### src/sv/kea_pkg.sv
`default_nettype none

package kea_pkg;

  // Key table size and derived address width
  localparam int NUM_KEYS = 256;
  localparam int KEY_AW   = $clog2(NUM_KEYS);

  // Result queue size and derived widths
  localparam int FIFO_DEPTH = 4;
  localparam int FIFO_AW    = $clog2(FIFO_DEPTH);
  localparam int FIFO_CW    = $clog2(FIFO_DEPTH + 1);

  // Register reset values
  localparam logic [15:0] DELAY_RESET    = 16'd400;
  localparam logic [9:0]  INTERVAL_RESET = 10'd25;
  localparam logic        ENABLE_RESET   = 1'b1;

  // Register indexes on the write port
  localparam logic [1:0] REG_DELAY    = 2'd0;
  localparam logic [1:0] REG_INTERVAL = 2'd1;
  localparam logic [1:0] REG_ENABLE   = 2'd2;

  typedef enum logic [1:0] {
    KIND_PRESS   = 2'd0,
    KIND_RELEASE = 2'd1,
    KIND_REPEAT  = 2'd2
  } kind_t;

  typedef struct packed {
    logic [15:0] delay;
    logic [9:0]  interval;
    logic        enable;
  } cfg_t;

  // Per-key entry held in the key table
  typedef struct packed {
    logic        down;
    logic [15:0] hold;
    logic [9:0]  phase;
  } ent_t;

  localparam int ENT_W = $bits(ent_t);

  typedef struct packed {
    kind_t      kind;
    logic [7:0] key;
  } evt_t;

  // Status from the update pipeline to the top level
  typedef struct packed {
    logic clearing;
    logic busy;
  } pipe_stat_t;

endpackage

`default_nettype wire

### src/sv/kea_fifo.sv
`default_nettype none

module kea_fifo (
  input  wire logic                            clk,
  input  wire logic                            rst,
  input  wire logic                            push,
  input  wire kea_pkg::evt_t                   push_evt,
  input  wire logic                            pop,
  output logic                                 nonempty,
  output kea_pkg::evt_t                        head_evt,
  output logic      [kea_pkg::FIFO_CW-1:0]     count
);

  import kea_pkg::*;

  evt_t               slots [FIFO_DEPTH];
  logic [FIFO_AW-1:0] wr_ptr;
  logic [FIFO_AW-1:0] rd_ptr;
  logic               do_pop;

  assign nonempty = (count != '0);
  assign head_evt = slots[rd_ptr];
  assign do_pop   = pop && nonempty;

  // Store pushed beats
  always_ff @(posedge clk) begin
    if (push) begin
      slots[wr_ptr] <= push_evt;
    end
  end

  // Advance pointers and occupancy
  always_ff @(posedge clk) begin
    if (rst) begin
      wr_ptr <= '0;
      rd_ptr <= '0;
      count  <= '0;
    end else begin
      if (push) begin
        wr_ptr <= wr_ptr + FIFO_AW'(1);
      end
      if (do_pop) begin
        rd_ptr <= rd_ptr + FIFO_AW'(1);
      end
      if (push && !do_pop) begin
        count <= count + FIFO_CW'(1);
      end else if (do_pop && !push) begin
        count <= count - FIFO_CW'(1);
      end
    end
  end

endmodule

`default_nettype wire

### config.mk
export PLATFORM = sky130hd
export DESIGN_NAME = kea_fifo
export DESIGN_NICKNAME = d
export VERILOG_FILES = /design/src/sv/kea_pkg.sv /design/src/sv/kea_fifo.sv
export SDC_FILE = /design/constraint.sdc
export NUM_CORES = 1
export LEC_CHECK = 0
export BUFFER_PORTS_ARGS = -buffer_cell sky130_fd_sc_hd__buf_2
export CORE_MARGIN = 2
export CORE_UTILIZATION = 40
export DETAILED_ROUTE_END_ITERATION = 6
export SLEW_MARGIN = 30
export SYNTH_ARGS = -nofsm -noshare
export SYNTH_HDL_FRONTEND = slang
export SYNTH_SLANG_ARGS = --single-unit
### constraint.sdc
create_clock -name clk -period 2.85 [get_ports clk]
set_clock_uncertainty 0.2 [all_clocks]
set_input_delay 0.285 -clock clk [delete_from_list [all_inputs] [get_ports clk]]
set_output_delay 0.285 -clock clk [all_outputs]
set_load 0.02 [all_outputs]
== Word-level counts from Yosys, hierarchy flattened ==
Memory sizes are Yosys's and may differ from the RTL's. A register that Yosys moved wholly into a read port is not among the register bits.
Cells that the tools add are included.
Word-level totals
  flip-flop bits (word level): 7
  bits in writable memories: 40
  output and inout port bits: 14
  memories kept: 1
Cells by class
  $add $sub $neg: 4
  multiplexer cells: 6
  reduce and logical (&&, ||, !) cells: 7
Memories
  slots: depth 4, width 10, rd ports 1, clocked after Yosys merged registers in 1, wr ports 1, line kea_fifo.sv:16  | evt_t slots [FIFO_DEPTH];
Operators by type and width (count)
  $mux W3: 2
  $add A2 B1 Y2 const B: 2
  $mux W2: 2
  $add A3 B1 Y3 const B: 1
  $logic_and A1 B1 Y1: 3
  $reduce_bool A3 Y1: 1
  $sub A3 B1 Y3 const B: 1
  $logic_not A1 Y1: 2
  $mux W1: 2
  $reduce_bool A2 Y1: 1

== Longest topological paths before layout ==
  word-level depth: 5
  mapped depth: 7
  mapped depth without buffers: 7

== Worst setup path after synthesis ==
Ideal clock, no wire load.
  path type: flip-flop to flip-flop
  start: reg count[0] (netlist name)
  end: reg count[2] (netlist name)
  setup time: 0.070 ns
  arrival time: 1.891 ns
  slack: 0.689 ns
  stages on the path, launching flop included: 8
  period minus slack after synthesis: 2.161 ns
  path through: dfxtp_1 o31ai_4 ha_1 inv_1 fa_1 xor2_1 or3_1 a21oi_1
Between the ends
  word-level cells in the longest chain between the ends: 5
  elaborated cells on any way between the ends: 10
  those cells by class: add/sub: 2; mux: 2; reduce/logical: 6
Ends and longest elaborated chain
  start: declaration: line kea_fifo.sv:11  | output logic [kea_pkg::FIFO_CW-1:0] count
  start signal: assignment: line kea_fifo.sv:46  | count <= count + FIFO_CW'(1);
  start signal: assignment: line kea_fifo.sv:48  | count <= count - FIFO_CW'(1);
  parallel branches: the longest is 5 deep, another holds $sub A3 B1 Y3
Parallel ways; which one is timed is not known. The select of a mux whose other input is x is not followed.
A chain may end at the register's enable or synchronous reset.

== Worst setup path after layout ==
Ends and elaborated chain as after synthesis.

==> metrics <==
Initial Util=0.408; Synth Instances=95; Worst slew margin=0.639; maximum clock rate=0.452 GHz; Core Footprint=0.00463 mm2; Max-Cap Viols=0; clock-pin transition on the worst setup and hold timing paths=80 ps; Clock Tree Buf Depth=2; antenna viol nets, final=0; CP Capture Type=flip-flop; synth warn=0; # clock sinks=49; Crit path required time=2880 ps; Syn Area/Cell=19.9 um2; maximum vdd drop=0.261 mV; crit path kind=flip-flop to flip-flop; RSZ-0062 raised after global routing=false; initial antenna violation count=0; DR vias=908; 1st-iter DRT viols=31; drt wl/cell=15.4 um; worst skew pair latency=290 ps; total congestion overflow=0; Synth Net Count=115; status=complete, no violations; # rows=25; area grow syn2layout=15.4%; Diodes inserted=0; vias per std cell=4.93; layout cells sized above 1=0.354; final wirelength=2840 um; r2r setup slk=640 ps; I/O Buffers=27; distinct cell type count after synthesis=20; Worst Hold End=slots[3][7]$_DFFE_PP_; H-tree depth=2; period utilisation layout=0.777; final slew viol count=0; Reg-to-Reg Start=count[0]$_SDFFE_PP0P_; drt drc=0; Die W=72.7 um; Final GP Congestion=0.699; CTS Buf Count=5; CTS tree=done; Die Area=0.00529 mm2; WHS=4.24 ps; LEAKAGE=0.785 nW; first-pass GRT wire length=4550 um; sequential element share of the synthesized area=0.731; Hold Crit Depth=1; DRT Pass-1 Iters=4; final instance area=0.00218 mm2; fin nets=149; clock root buffer=clkbuf_8; CP max FO=6; final setup fails=0; R2R cell count=7; r2r endpoint=count[2]$_SDFFE_PP0P_; global-route total usage across every layer=0.120; Final min period=2210 ps; I/O pin cnt=28; Die Ht=72.7 um; placed cell areas=0.00208 mm2; #FFs+latches synth=49; Pwr Density=809 mW/mm2; # resized after CTS=0; endpoints failing hold=0; Hold Crit Start=push_evt[7]; Critical Path Source Type=flip-flop; vias in the first global route=928; worst min path class=primary input to flip-flop; Final TNS setup=0 ps; post-synthesis cell area=0.00189 mm2; Worst Tran Pin Value=542 ps; pin count of the biggest net entering global routing=15; CP arrival=2250 ps
## worst max path at each step
stage | start | to | slack, ps | cells past startpoint
after floorplan | count[0]$_SDFFE_PP0P_ | count[2]$_SDFFE_PP0P_ | 690 | 7
after global placement | count[0]$_SDFFE_PP0P_ | count[2]$_SDFFE_PP0P_ | 750 | 7
after detailed placement | count[0]$_SDFFE_PP0P_ | count[2]$_SDFFE_PP0P_ | 630 | 7
after CTS | count[0]$_SDFFE_PP0P_ | count[2]$_SDFFE_PP0P_ | 610 | 7
after global routing | count[0]$_SDFFE_PP0P_ | count[2]$_SDFFE_PP0P_ | 550 | 7
final | count[0]$_SDFFE_PP0P_ | count[2]$_SDFFE_PP0P_ | 640 | 7
## cell usage after synthesis
cell      count  area [um2]
dfxtp_1       9         180
o21ai_0       1        5.00
a21oi_1       1        5.00
xor2_1        4        35.0
edfxtp_1     40        1200
o31ai_4       1        21.3
clkbuf_2      1        5.00
ha_1          5        62.6
and2_1        4        25.0
inv_1         3        11.3
or3_2         1        7.51
or3_1         1        6.26
xnor2_1       1        8.76
o311ai_1      1        8.76
mux4_2       10         225
fa_1          1        20.0
mux2i_1       2        20.0
nor2_1        7        26.3
buf_6         1        11.3
clkbuf_1      1        3.75
## report_power, final
| part | total [W] | leakage, nW | switching (W) | internal [W] |
|---|---|---|---|---|
| clock | 0.000373 | 0.0430 | 0.000208 | 0.000165 |
| combinational | 0.000496 | 0.301 | 0.000266 | 0.000230 |
| sequential | 0.000895 | 0.441 | 0.0000566 | 0.000839 |
| total | 0.00176 | 0.785 | 0.000531 | 0.00123 |
## final cells by class
class / count / area [um2]
clock buffer: 5 / 68.8
clock inverter: 3 / 12.5
fill: 426 / 2450
inverter: 3 / 11.3
multi-input combinational: 40 / 477
sequential: 49 / 1380
tap: 54 / 67.6
timing repair buffer: 30 / 163
## sequential cells by signal, summed over array words and instances, names as in the netlist, named ones only
name and flops:
count 3, rd_ptr 2, slots 40, wr_ptr 2
## per-layer routing
metal  wire (um)  GRT usage
met4          40     0.0370
met1        1210      0.144
met5           0          0
met3         128     0.0442
met2        1460      0.201
## critical path, stage by stage (launching register included)
cell and delay, ps:
dfxtp_1 400, o31ai_4 290, ha_1 230, inv_1 70, fa_1 380, xor2_1 150
or3_1 300, a21oi_1 130
## logic make-up (layout without fill, tap and decap cells)
family | Yosys count | in the layout | share of synthesized area
AO/OA/AOI/OAI | 4 | 4 | 0.0212
adder cells (fa/ha/maj) | 6 | 6 | 0.0437
AND/OR/NAND/NOR | 13 | 13 | 0.0344
flip-flops | 49 | 49 | 0.731
XOR/XNOR | 5 | 5 | 0.0232
buffers and inverters | 6 | 41 | 0.0166
multiplexers | 12 | 12 | 0.130
## through the flow
step                worst slack [ps]  std cells  total power (W)   util
floorplan                        689         95          0.00128      -
detailed placement               628        174          0.00142  0.449
finish                           635        184          0.00176  0.471
global route                     548        184          0.00186  0.471
CTS                              610        182          0.00178  0.467
global placement                 747        174          0.00140  0.449
## placed cells by master, fill, tap and decap left out, types with 2 or more instances in the layout
cell,n
nor2_1,7
mux4_2,10
edfxtp_1,40
ha_1,5
and2_1,4
clkbuf_8,5
inv_1,3
mux2i_1,2
xor2_1,4
dlygate4sd3_1,2
buf_2,27
clkinv_1,2
dfxtp_1,9
## repair_timing
item,CTS,global route
hold endpoints to repair,0,8
setup buffers,0,0
hold buffers,0,2
(Power assumes the default switching activity.)
